===== src/sv/tdt_pkg.sv =====
// Shared types, constants and IEEE double compare functions for the triangle dedup table.
`default_nettype none
package tdt_pkg;

    localparam int MAX_TRIANGLES = 1024;
    localparam int MAX_VERTICES  = 1024;

    typedef logic [63:0]  t_f64;
    // One vertex as {x, y, z}, x in the top word.
    typedef logic [191:0] t_vtx;

    typedef enum logic [2:0] {
        S_IDLE,
        S_SORT,
        S_TSCAN,
        S_VSCAN,
        S_MERGE,
        S_WRITE,
        S_OUT
    } t_state;

    typedef struct packed {
        logic hit;
        logic found;
    } t_lane_st;

    typedef struct packed {
        logic [2:0] fresh;
        logic [1:0] nnew;
        logic       full;
    } t_merge_ctl;

    function automatic logic f64_nan(t_f64 a);
        return (a[62:52] == 11'h7FF) && (a[51:0] != 52'd0);
    endfunction

    function automatic logic f64_eq(t_f64 a, t_f64 b);
        return !f64_nan(a) && !f64_nan(b) &&
               ((a == b) || ((a[62:0] == 63'd0) && (b[62:0] == 63'd0)));
    endfunction

    function automatic logic f64_lt(t_f64 a, t_f64 b);
        logic r;
        begin
            if (f64_nan(a) || f64_nan(b)) begin
                r = 1'b0;
            end else if ((a[62:0] == 63'd0) && (b[62:0] == 63'd0)) begin
                r = 1'b0;
            end else if (a[63] != b[63]) begin
                r = a[63];
            end else if (!a[63]) begin
                r = a[62:0] < b[62:0];
            end else begin
                r = a[62:0] > b[62:0];
            end
            return r;
        end
    endfunction

    function automatic logic vtx_eq(t_vtx a, t_vtx b);
        return f64_eq(a[191:128], b[191:128]) && f64_eq(a[127:64], b[127:64]) &&
               f64_eq(a[63:0], b[63:0]);
    endfunction

    // Lexicographic greater-than; a NaN coordinate leaves the decision to the next one.
    function automatic logic vtx_gt(t_vtx a, t_vtx b);
        logic r;
        logic done;
        t_f64 x;
        t_f64 y;
        begin
            r    = 1'b0;
            done = 1'b0;
            for (int k = 0; k < 3; k++) begin
                x = a[191 - 64 * k -: 64];
                y = b[191 - 64 * k -: 64];
                if (!done) begin
                    if (f64_lt(x, y)) begin
                        done = 1'b1;
                        r    = 1'b0;
                    end else if (f64_lt(y, x)) begin
                        done = 1'b1;
                        r    = 1'b1;
                    end
                end
            end
            return r;
        end
    endfunction

endpackage
`default_nettype wire


===== src/sv/tdt_merge.sv =====
// Merges the three lane results into corner indices, new-vertex flags and the full check.
`default_nettype none
module tdt_merge #(
    parameter int MAX_VERTICES = tdt_pkg::MAX_VERTICES,
    localparam int VW  = $clog2(MAX_VERTICES),
    localparam int VCW = $clog2(MAX_VERTICES + 1)
) (
    input  wire tdt_pkg::t_lane_st   i_st  [3],
    input  wire logic [VW-1:0]       i_idx [3],
    input  wire tdt_pkg::t_vtx       i_tri [3],
    input  wire logic [VCW-1:0]      i_vcnt,
    output logic [VW-1:0]            o_idx [3],
    output tdt_pkg::t_merge_ctl      o_ctl
);
    always_comb begin
        logic          f;
        logic [VW-1:0] id;
        logic [1:0]    cnt;
        o_ctl = '0;
        cnt   = 2'd0;
        for (int i = 0; i < 3; i++) begin
            f  = i_st[i].found;
            id = i_idx[i];
            // A corner repeating an earlier new corner of this triangle reuses its index.
            for (int j = 0; j < i; j++) begin
                if (!f && o_ctl.fresh[j] && tdt_pkg::vtx_eq(i_tri[j], i_tri[i])) begin
                    f  = 1'b1;
                    id = o_idx[j];
                end
            end
            o_ctl.fresh[i] = !f;
            if (!f) begin
                id  = VW'(i_vcnt) + VW'(cnt);
                cnt = cnt + 2'd1;
            end
            o_idx[i] = id;
        end
        o_ctl.nnew = cnt;
        o_ctl.full = ({1'b0, i_vcnt} + (VCW + 1)'(cnt)) > (VCW + 1)'(MAX_VERTICES);
    end
endmodule
`default_nettype wire


===== config.mk =====
export PLATFORM = sky130hd
export DESIGN_NAME = tdt_merge
export DESIGN_NICKNAME = d
export VERILOG_FILES = /design/src/sv/tdt_pkg.sv /design/src/sv/tdt_merge.sv
export SDC_FILE = /design/constraint.sdc
export NUM_CORES = 1
export LEC_CHECK = 0
export ABC_CLOCK_PERIOD_IN_PS = 14400
export BUFFER_PORTS_ARGS = -buffer_cell sky130_fd_sc_hd__buf_4
export CORE_AREA = 2 2 260 262
export DETAILED_ROUTE_END_ITERATION = 8
export DIE_AREA = 0 0 262 264
export SYNTH_ARGS = -nofsm -noshare
export SYNTH_HDL_FRONTEND = slang
export SYNTH_SLANG_ARGS = --single-unit

===== constraint.sdc =====
create_clock -name vclk -period 14.4
set_input_delay 2.88 -clock vclk [all_inputs]
set_output_delay 2.88 -clock vclk [all_outputs]
set_load 0.02 [all_outputs]

; Word level (Yosys, flattened, before mapping)
; Cells that the tools add are included.
; Widths: inputs -> output; s select.
[word_totals]
input_bits = 623
regBits = 0
[op_classes]
magnitude_cmp = 1
muxes = 12
addsub = 5
eq_ne = 18
reduce_logical = 90
[ops]
columns = operator, n
row1 = $eq 64x64->1, 9
row2 = $logic_not 63->1, 9
row3 = $reduce_bool 52->1, 9
row4 = $eq 11x11->1 const B, 9
row5 = $mux 10, 6
row6 = $logic_and 1x1->1, 48
row7 = $add 10x2->10, 2
row8 = $logic_not 1->1, 15
row9 = $add 11x2->12, 1
row10 = $gt 12x11->1 const B, 1
row11 = $logic_or 1x1->1, 9
row12 = $add 2x1->2 const B, 2
row13 = $mux 1, 4
row14 = $mux 2, 2

; Longest topological paths before layout
[depth]
depth_word = 16
mapped_depth = 19

; Least setup slack after synthesis
; No wires, ideal clock.
[synth_path]
path_kind = input to output
startpoint = input port i_tri[405] (netlist bit)
endpoint = output port o_ctl[0] (netlist bit)
t_required_ps = 11520
path_buffers = 2
arrival_time_ps = 7251
slack_ps = 4269
path_stages = 19
path_cell_list = nor4_1 nand4_1 nor4_2 nand4_1 a2111oi_2 and4_1 buf_2 buf_2 nor2_1 ha_1 xnor2_1 ha_1 fa_1 nand3_1 o21ai_0 a22o_1 nand4_1 a21oi_1 a311oi_1
[synth_rtl]
columns = element, line
row1 = "start, declared", tdt_merge.sv:10  ; input wire tdt_pkg::t_vtx i_tri [3],
row2 = "end, declared", tdt_merge.sv:13  ; output tdt_pkg::t_merge_ctl o_ctl

==> flow_summary.toml <==
[hold_path]
hold_path_depth = 3
hold_class = "input port to primary output"
holdPathEnd = "o_ctl[0]"
hp-start = "i_vcnt[10]"

[run_status]
status = "completed"

[sta]
period_share_pct = 83.3
worst_slew_pin_slew_ns = 1.14
final.min_clock_period_ns = 11.99
relSlewSlack_pct = 23.2
setup_viol = 0
clock.fmax_mhz = 83.4
hold_viol = 0
slew_viol_final = 0
rsz0062_at_grt = "false"
tns_ns = 0

[synthesis]
synth_area_leaders = "xnor2_1 (51%), nor4_1 (14%), nand4_1 (13%)"
syn_inst = 1195
yosysTopAreaCell = "xnor2_1"
synth_area_um2 = 8910
synth_top_area_share_pct = 51.1
synth.distinct_cells = 35
synth.avg_cell_area_um2 = 7.46
syn-num-nets = 1827
yosysWarnings = 0
synth.yosys.seq_area_share_pct = 0

[die]
die_h_um = 264
start_util_pct = 13.4
row_count = 95
pin_count = 659
die_x_um = 262
core-area_um2 = 66600
die-area_um2 = 69200

[grt]
grt_pass1_wl_mm = 115
grt_max_degree = 22
grt_use_total_pct = 24.1
antenna_found_initial = 33
grt_pass1_vias = 13800
overflow = 0

[pwr]
intPower_uw = 247
vdd.ir_drop.worst_v = 0.0000140
powerDensity_nw_per_um2 = 36.5
p_total_uw = 544
swShare_pct = 54.5
pwr-share-seq_pct = 0
p_leak_nw = 5.06
power_frac_clock_pct = 0
p_sw_uw = 296
combPwrFrac_pct = 100.0

[layout]
nNetsFinal = 2469
nClkBuffers = 0
layout-drive-gt1-share_pct = 36.6
seq_area_um2 = 0
design.seq.count = 0
syn_to_final_growth_pct = 66.9

[drt]
drcViolationCount = 0
drt_pre_antenna_iters = 5
ant_nets = 0
drt-total-wl_mm = 88.0
via_per_inst = 4.85
drt_iter0_drc = 990
wire_per_inst_um = 32.4
vias = 13200

[critical_path]
slowest_delay_ns = 0.95
cp_max_fo = 12
critPathKind = "input port to primary output"
cp_num_buf_inv = 2
cp_cell_sequence = "buf_4 > nor4_1 > nand4_1 > nor4_1 > nand4_1 > o21ai_0 > and4_1 > nand3_1 > nand2_1 > or2_4 > xnor2_1 > ha_1 > fa_1 > nand2_1 > xnor2_1 > a2111oi_0 > nand4_1 > a21oi_1 > a311oi_1 > buf_4"
cp_top_family = "simple AND/OR/NAND/NOR gates"
cpMaxStageDelayCell = "nor4_1"
endpoint_kind = "primary output"
crit_top_cell = "nand4_1"
arrival_ns = 9.11
start_kind = "input port"
worstPathRequired_ns = 11.52

[clock_tree]
postCtsSetupBuffers = 0
cts_resized = 0
cts_hold_buffers = 0

[place]
hpwl_mm = 81.0
globalplace.congestion = 1.02
port_buffers = 656

[flow_run]
maxCapViolations = 0
-- cells in the mapped netlist, types with 3 or more instances --
cell type / instances
xnor2_1: 520
nor4_1: 200
nand4_1: 190
xor2_1: 74
nand2_1: 33
nand3_1: 26
nor2_1: 19
o21ai_0: 19
o22ai_1: 17
a21oi_1: 16
nor3_1: 14
clkbuf_1: 12
mux2_2: 10
ha_1: 7
inv_1: 6
mux2i_1: 5
and4_1: 3
-- layer usage --
metal | vias to the layer above | track usage, % | wire length, um
met5 | - | 0 | 217
met3 | 212 | 4.91 | 7180
met4 | 32 | 12.0 | 5290
met1 | 6206 | 26.1 | 31500
li1 | 5834 | - | -
met2 | 881 | 43.8 | 43800
-- worst max-delay path by stage --
stage | startpoint | to | slack, ns | cells after the start
final | i_tri[10] | o_ctl[0] | 2.41 | 20
after global routing | i_tri[9] | o_ctl[0] | 1.95 | 20
after CTS | i_tri[9] | o_ctl[0] | 2.44 | 20
after detailed placement | i_tri[9] | o_ctl[0] | 2.47 | 20
after global placement | i_tri[9] | o_ctl[0] | 2.48 | 20
after floorplan | i_tri[405] | o_ctl[0] | 4.27 | 19
-- layout by cell type, fill, tap and decap left out, types with 10 or more instances in the layout --
master and n:
a21oi_1 16, buf_4 656, mux2_2 10, nand2_1 33, nand3_1 26, nand4_1 190
nor2_1 19, nor3_1 14, nor4_1 200, o21ai_0 19, o22ai_1 17, xnor2_1 520
xor2_1 74
-- area by class of cell --
class              instances  area, um^2
repair buffers           656        4920
fillers                 7655       51700
well taps                873        1090
inverters                  6        22.5
diodes                     9        22.5
multi-input cells       1173        8810
-- power by group through the flow --
| stage | Sequential, mW | Clock (mW) | Combinational [mW] |
|---|---|---|---|
| final | 0 | 0.0000000845 | 0.544 |
| after CTS | 0 | 0 | 0.538 |
| after detailed placement | 0 | 0 | 0.535 |
| after floorplan | 0 | 0 | 0.194 |
| after global routing | 0 | 0.0000000375 | 0.564 |
| after global placement | 0 | 0 | 0.541 |
-- cell families (layout without fill, tap and decap cells) --
group                      Yosys count  in the layout  share of synthesized area, %
adders and majority gates            9              9                          1.43
and+or+nand+nor                    492            492                          32.8
xor gates and xnor gates           594            594                          58.4
muxes                               16             16                          1.99
buffers and inverters               22            662                          1.12
other                                0              9                             0
AOI/OAI and AO/OA                   62             62                          4.24
-- through the flow --
stage | area [um^2] | std cells | hold slack (ns) | util [%] | worst slack (ns)
finish | 14900 | 2717 | 6.06 | 22.3 | 2.41
global route | 14900 | 2712 | 6.08 | 22.3 | 1.95
CTS | 14800 | 2708 | 6.07 | 22.3 | 2.44
detailed placement | 14800 | 2708 | 6.07 | 22.3 | 2.47
global placement | 14800 | 2708 | 6.07 | 22.3 | 2.48
floorplan | 8910 | 1195 | 5.94 | - | 4.27
(Power assumes the default switching activity.)
