### config.mk
export PLATFORM = sky130hd
export DESIGN_NAME = tdt_lane
export DESIGN_NICKNAME = d
export VERILOG_FILES = /design/src/sv/tdt_pkg.sv /design/src/sv/tdt_lane.sv
export SDC_FILE = /design/constraint.sdc
export NUM_CORES = 1
export LEC_CHECK = 0
export ABC_CLOCK_PERIOD_IN_PS = 3200
export BUFFER_PORTS_ARGS = -buffer_cell sky130_fd_sc_hd__buf_2
export CORE_AREA = 2 2 158 160
export CTS_BUF_LIST = sky130_fd_sc_hd__clkbuf_4 sky130_fd_sc_hd__clkbuf_8
export CTS_CLUSTER_DIAMETER = 100
export DETAILED_ROUTE_END_ITERATION = 12
export DIE_AREA = 0 0 160 162
export GPL_ROUTABILITY_DRIVEN = 0
export PLACE_DENSITY = 0.45
export SLEW_MARGIN = 20
export SYNTH_ARGS = -nofsm -noshare
export SYNTH_HDL_FRONTEND = slang
export SYNTH_SLANG_ARGS = --single-unit
### constraint.sdc
create_clock -name i_clk -period 3.2 [get_ports i_clk]
set_input_delay 0.48 -clock i_clk [delete_from_list [all_inputs] [get_ports i_clk]]
set_output_delay 0.48 -clock i_clk [all_outputs]
set_load 0.005 [all_outputs]
### src/sv/tdt_pkg.sv
// Shared types, constants and IEEE double compare functions for the triangle dedup table.
`default_nettype none
package tdt_pkg;

    localparam int MAX_TRIANGLES = 1024;
    localparam int MAX_VERTICES  = 1024;

    typedef logic [63:0]  t_f64;
    // One vertex as {x, y, z}, x in the top word.
    typedef logic [191:0] t_vtx;

    typedef enum logic [2:0] {
        S_IDLE,
        S_SORT,
        S_TSCAN,
        S_VSCAN,
        S_MERGE,
        S_WRITE,
        S_OUT
    } t_state;

    typedef struct packed {
        logic hit;
        logic found;
    } t_lane_st;

    typedef struct packed {
        logic [2:0] fresh;
        logic [1:0] nnew;
        logic       full;
    } t_merge_ctl;

    function automatic logic f64_nan(t_f64 a);
        return (a[62:52] == 11'h7FF) && (a[51:0] != 52'd0);
    endfunction

    function automatic logic f64_eq(t_f64 a, t_f64 b);
        return !f64_nan(a) && !f64_nan(b) &&
               ((a == b) || ((a[62:0] == 63'd0) && (b[62:0] == 63'd0)));
    endfunction

    function automatic logic f64_lt(t_f64 a, t_f64 b);
        logic r;
        begin
            if (f64_nan(a) || f64_nan(b)) begin
                r = 1'b0;
            end else if ((a[62:0] == 63'd0) && (b[62:0] == 63'd0)) begin
                r = 1'b0;
            end else if (a[63] != b[63]) begin
                r = a[63];
            end else if (!a[63]) begin
                r = a[62:0] < b[62:0];
            end else begin
                r = a[62:0] > b[62:0];
            end
            return r;
        end
    endfunction

    function automatic logic vtx_eq(t_vtx a, t_vtx b);
        return f64_eq(a[191:128], b[191:128]) && f64_eq(a[127:64], b[127:64]) &&
               f64_eq(a[63:0], b[63:0]);
    endfunction

    // Lexicographic greater-than; a NaN coordinate leaves the decision to the next one.
    function automatic logic vtx_gt(t_vtx a, t_vtx b);
        logic r;
        logic done;
        t_f64 x;
        t_f64 y;
        begin
            r    = 1'b0;
            done = 1'b0;
            for (int k = 0; k < 3; k++) begin
                x = a[191 - 64 * k -: 64];
                y = b[191 - 64 * k -: 64];
                if (!done) begin
                    if (f64_lt(x, y)) begin
                        done = 1'b1;
                        r    = 1'b0;
                    end else if (f64_lt(y, x)) begin
                        done = 1'b1;
                        r    = 1'b1;
                    end
                end
            end
            return r;
        end
    endfunction

endpackage
`default_nettype wire

### src/sv/tdt_lane.sv
// One compare lane: vertex equality and first-hit tracking over a store scan.
`default_nettype none
module tdt_lane #(
    parameter int MAX_VERTICES = tdt_pkg::MAX_VERTICES,
    localparam int VW = $clog2(MAX_VERTICES)
) (
    input  wire logic             i_clk,
    input  wire logic             i_rst_n,
    input  wire logic             i_clr,
    input  wire logic             i_vld,
    input  wire tdt_pkg::t_vtx    i_a,
    input  wire tdt_pkg::t_vtx    i_b,
    input  wire logic [VW-1:0]    i_idx,
    output tdt_pkg::t_lane_st     o_st,
    output logic [VW-1:0]         o_idx
);
    logic          r_found;
    logic [VW-1:0] r_idx;
    logic          hit;

    assign hit = tdt_pkg::vtx_eq(i_a, i_b);

    always_ff @(posedge i_clk) begin
        if (!i_rst_n) begin
            r_found <= 1'b0;
        end else if (i_clr) begin
            r_found <= 1'b0;
        end else if (i_vld && hit && !r_found) begin
            r_found <= 1'b1;
        end
    end

    // Only the lowest matching index is kept.
    always_ff @(posedge i_clk) begin
        if (i_vld && hit && !r_found && !i_clr) begin
            r_idx <= i_idx;
        end
    end

    assign o_st.hit   = hit;
    assign o_st.found = r_found;
    assign o_idx      = r_idx;
endmodule
`default_nettype wire

Yosys cells after proc, flatten, opt, wreduce, memory -nomap -nowiden. Cells that the tools add are included.

Register bits: 11. Input port bits: 398.

Reductions and logical operators: 44. Equal/unequal tests: 9. Bitwise gates (word level): 1.

Operators by type and width (number): $logic_not 63->1 (6); $reduce_bool 52->1 (6); $eq 64x64->1 (3); $eq 11x11->1 const B (6); $logic_and 1x1->1 (20); $logic_not 1->1 (8); $logic_or 1x1->1 (3); $reduce_or 2->1 (1); $not 1->1 (1).

Longest topological paths before layout.
Word-level depth: 10. Gate-level depth with buffers: 7.

Worst setup path after synthesis. Ideal clock, no wire load.

Path type: in2reg. Start: in i_a[59]. End: reg r_idx[0] (netlist: o_idx[0]) (enable). Required time: 2.857 ns. Path buffers: 0. Arrival time: 2.084 ns. Library setup time: 0.343 ns. Setup slack: 0.773 ns. Stages on the path: 5. Path through: or4_4 nor4_2 nand3_1 a222oi_1 and3_1.

Word-level cells in the longest chain between the ends: 9.

Ends and longest elaborated chain: start: declaration (line tdt_lane.sv:11) `input wire tdt_pkg::t_vtx i_a,`; $eq 11x11->1 (line tdt_pkg.sv:34) `return (a[62:52] == 11'h7FF) && (a[51:0] != 52'd0);`; $logic_and 1x1->1 (line tdt_pkg.sv:34); $logic_not 1->1 (line tdt_pkg.sv:38) `return !f64_nan(a) && !f64_nan(b) &&`; $logic_and 1x1->1 (line tdt_pkg.sv:38); $logic_and 1x1->1 (*) (line tdt_pkg.sv:38); $logic_and 1x1->1 (*) (line tdt_pkg.sv:61) `return f64_eq(a[191:128], b[191:128]) && f64_eq(a[127:64], b[127:64]) &&`; $logic_and 1x1->1 (*) (3 in series) (line tdt_lane.sv:35) `if (i_vld && hit && !r_found && !i_clr) begin`; end signal: assignment (line tdt_lane.sv:36) `r_idx <= i_idx;`; end: declaration (line tdt_lane.sv:18) `logic [VW-1:0] r_idx;`.

Every way passes the cells marked *; elsewhere a longest branch is shown, timed or not. A chain may end at the register's enable or synchronous reset.

==> results.md <==
- Worst hold path class: in2reg
- GRT Total Usage: 18.1%
- Area of the die: 25900 sq um
- Vias post-DR: 5535
- Crit Path Class: in2out
- Area Overhead vs Synth: 76.1%
- Synth Area in XOR/XNOR: between 40% and 50%
- Ys flop type: edfxtp_1
- Crit path buf inv count: 3
- R2r endpoint: o_idx[8]$_DFFE_PP_
- Total CTS buffers: 3
- Slew HR: between 60% and 70%
- Critical path arrival: 2.57 ns
- Post-Synth Simple-Gate Area: 40.4%
- Die Y-Extent: about 160 um
- WHS: roughly 0.41 ns
- Post-synthesis compound-gate area fraction: 1.12%
- TritonCTS clock tree: built
- Critical Path Start Type: primary input
- Port Buf Inserts: 409
- Clock latency on the worst-skew pair: around 0.24 ns
- Crit path time final: about 3.1 ns
- Initial core utilization: between 10% and 20%
- Maximum VDD drop: 0.0741 mV
- Pre-CTS setup slack: -0.122 ns
- Reg-to-Reg Start: r_found$_SDFFE_PP0P_
- Adder-Cell Fraction of Synth Area: 0%
- Seq/Total Area, Yosys: 9.27%
- CTS clk-pin slew, worst paths: 0.05 ns
- Crit path max-delay cell type: nor4_1
- Vias in the first global route: ~6000
- 1st-pass router iterations: 4
- Final Core Density: between 20% and 30%
- Post-DP HPWL: 23.3 mm
- Hold EP: o_idx[9]$_DFFE_PP_
- Final Slew Violations: 0
- Synth Instances: 437
- Clock tree buffer depth: 2
- Synth Area per Inst: ~7.9 sq um
- Hold_sp: i_idx[9]
- Slowest stage delay, CP: between 0.4 and 0.5 ns
- Maximum clock frequency: about 0.33 GHz
- Worst path required time: 2.72 ns
- Grt ovf: 0
- Synth cell types: 20
- Setup TNS: 0 ns
- Core ar.: 24100 sq um
- Status: completed
- Async SR Flop Fraction: 0%
- Root buffer cell: clkbuf_8
- CP delay by family, top: simple AND/OR/NAND/NOR gates
- Share of layout cells above drive strength 1: between 50 and 60%
- Hold Path Depth: 1
- First-pass GRT wire length: ~35 mm
- EDFF count, synth: 10
- Avg WL per Cell: 21.2 um
- Crit-path cells: buf_2, nor4_1, nand4_1, nor4_4, nand3_1, a222oi_1, buf_4, and2_1, buf_2
- R2R cell count: 3
- Register bit total from synthesis: 11
- CP dominant cell by count: buf_2
- Most frequent cells in the layout: buf_2, xnor2_1, nor4_1, nand4_1, edfxtp_1
- Initial DRC count: 250
- Final Hold Fails: 0
- Leak: 2.34 nW
- Width of the die: 160 um
- Clk sinks: 11
- Crit. End Element: primary output
- Crit-path max FO: 3
- DR vias/cell: 4.68
- Routed Antenna Nets: 0
- Non-Filler Instances: 1182
- Cell Area, Synth: 3450 sq um
- Post-synthesis mux area share: 0%
- Setup Viol. Count Final: 0
- # IOs: 410
- Initial antenna violation count: 5
- Slew at the pin closest to its max-slew limit: 0.502 ns
- Final WL: 25.1 mm
- Ys Warns: 0
- Flop2flop setup slack: ~2.2 ns
- Max_cap viols: 0
- DRC errors left: 0
- Fin crit share: between 90% and 100%
- Pwr Density: 172 nW/um^2
- Row count: 57
- Dpl cells: 1176
- Setup WS post-layout: between 0.1 and 0.15 ns
- Most common cell after layout, fill and taps aside: buf_2
- Largest family of logic cells by synthesized area: XOR/XNOR gates
- CTS H-tree depth: 1
- Final net count: 1256
- Largest net degree at the start of global routing: 11
- Clock Skew: 0.00115 ns
- Syn Nets: between 800 and 900
-- power breakdown --
| group | internal [W] | switching, W | leakage [nW] |
|---|---|---|---|
| sequential | 0.000157 | 0 | 0.0979 |
| combinational | 0.000364 | 0.000379 | 2.22 |
| clock | 0.0000960 | 0.0000529 | 0.0262 |
| total | 0.000617 | 0.000432 | 2.34 |
-- stage by stage --
stage                     total power, W  instance area [sq um]
after floorplan                 0.000416                   3450
after global placement          0.000895                   5960
after detailed placement        0.000893                   5960
after CTS                        0.00105                   6030
after global routing             0.00111                   6080
final                            0.00105                   6080
-- layer usage --
| metal | part of all wire [%] | GRT usage, % | wire, um |
|---|---|---|---|
| met5 | 0.096 | 0 | 24 |
| met4 | 3.3 | 5.28 | 817 |
| met1 | 36 | 19.4 | 9070 |
| met2 | 53 | 36.0 | 13200 |
| met3 | 7.8 | 3.04 | 1950 |
-- worst max-delay path by stage --
stage	depth (start not counted)	slack, ns	start	to
2_1_floorplan	5	0.77	i_a[59]	o_idx[0]$_DFFE_PP_
3_3_place_gp	9	-0.12	i_b[149]	o_st[1]
3_5_place_dp	8	-0.12	i_b[102]	o_st[1]
4_1_cts	10	0.09	i_b[149]	o_st[1]
5_1_grt	9	-0.02	i_a[1]	o_st[1]
6_report	9	0.15	i_a[48]	o_st[1]
-- repair_timing --
action / in CTS / in global routing
resized for setup: 2 / 7
pin swaps: 1 / 1
setup buffers: 1 / 0
setup endpoints to repair: 1 / 1
hold buffers: 0 / 0
-- logic make-up after synthesis --
kind of cell              Yosys count
xor gates and xnor gates          192
buffers and inverters               3
DFF                                11
AOI/OAI and AO/OA                   5
and+or+nand+nor                   226
-- cells in the mapped netlist (2+ instances only) --
library cell  number  area (sq um)
nor2_1             7          26.3
nand4_1           84           526
nand3_1            9          45.0
edfxtp_1          10           300
buf_4              2          15.0
nor4_2             3          37.5
xnor2_1          192          1680
or4_1              2          15.0
nand2_1            6          22.5
o22ai_1            3          18.8
nor4_1           109           682
and2_1             2          12.5
-- registers in the layout, summed over array words and instances, names as in the netlist --
name,flops
r_found,1
o_idx,10
-- final cells by class --
cell class                 count  area (sq um)
multi-input combinational    423          3180
sequential                    11           320
timing repair buffer         418          2130
tap                          324           405
fill                        2777         18000
clock buffer                   4          48.8
antenna                        1          2.50
inverter                       1          3.75
No activity file was read; power rests on OpenSTA's default activity.
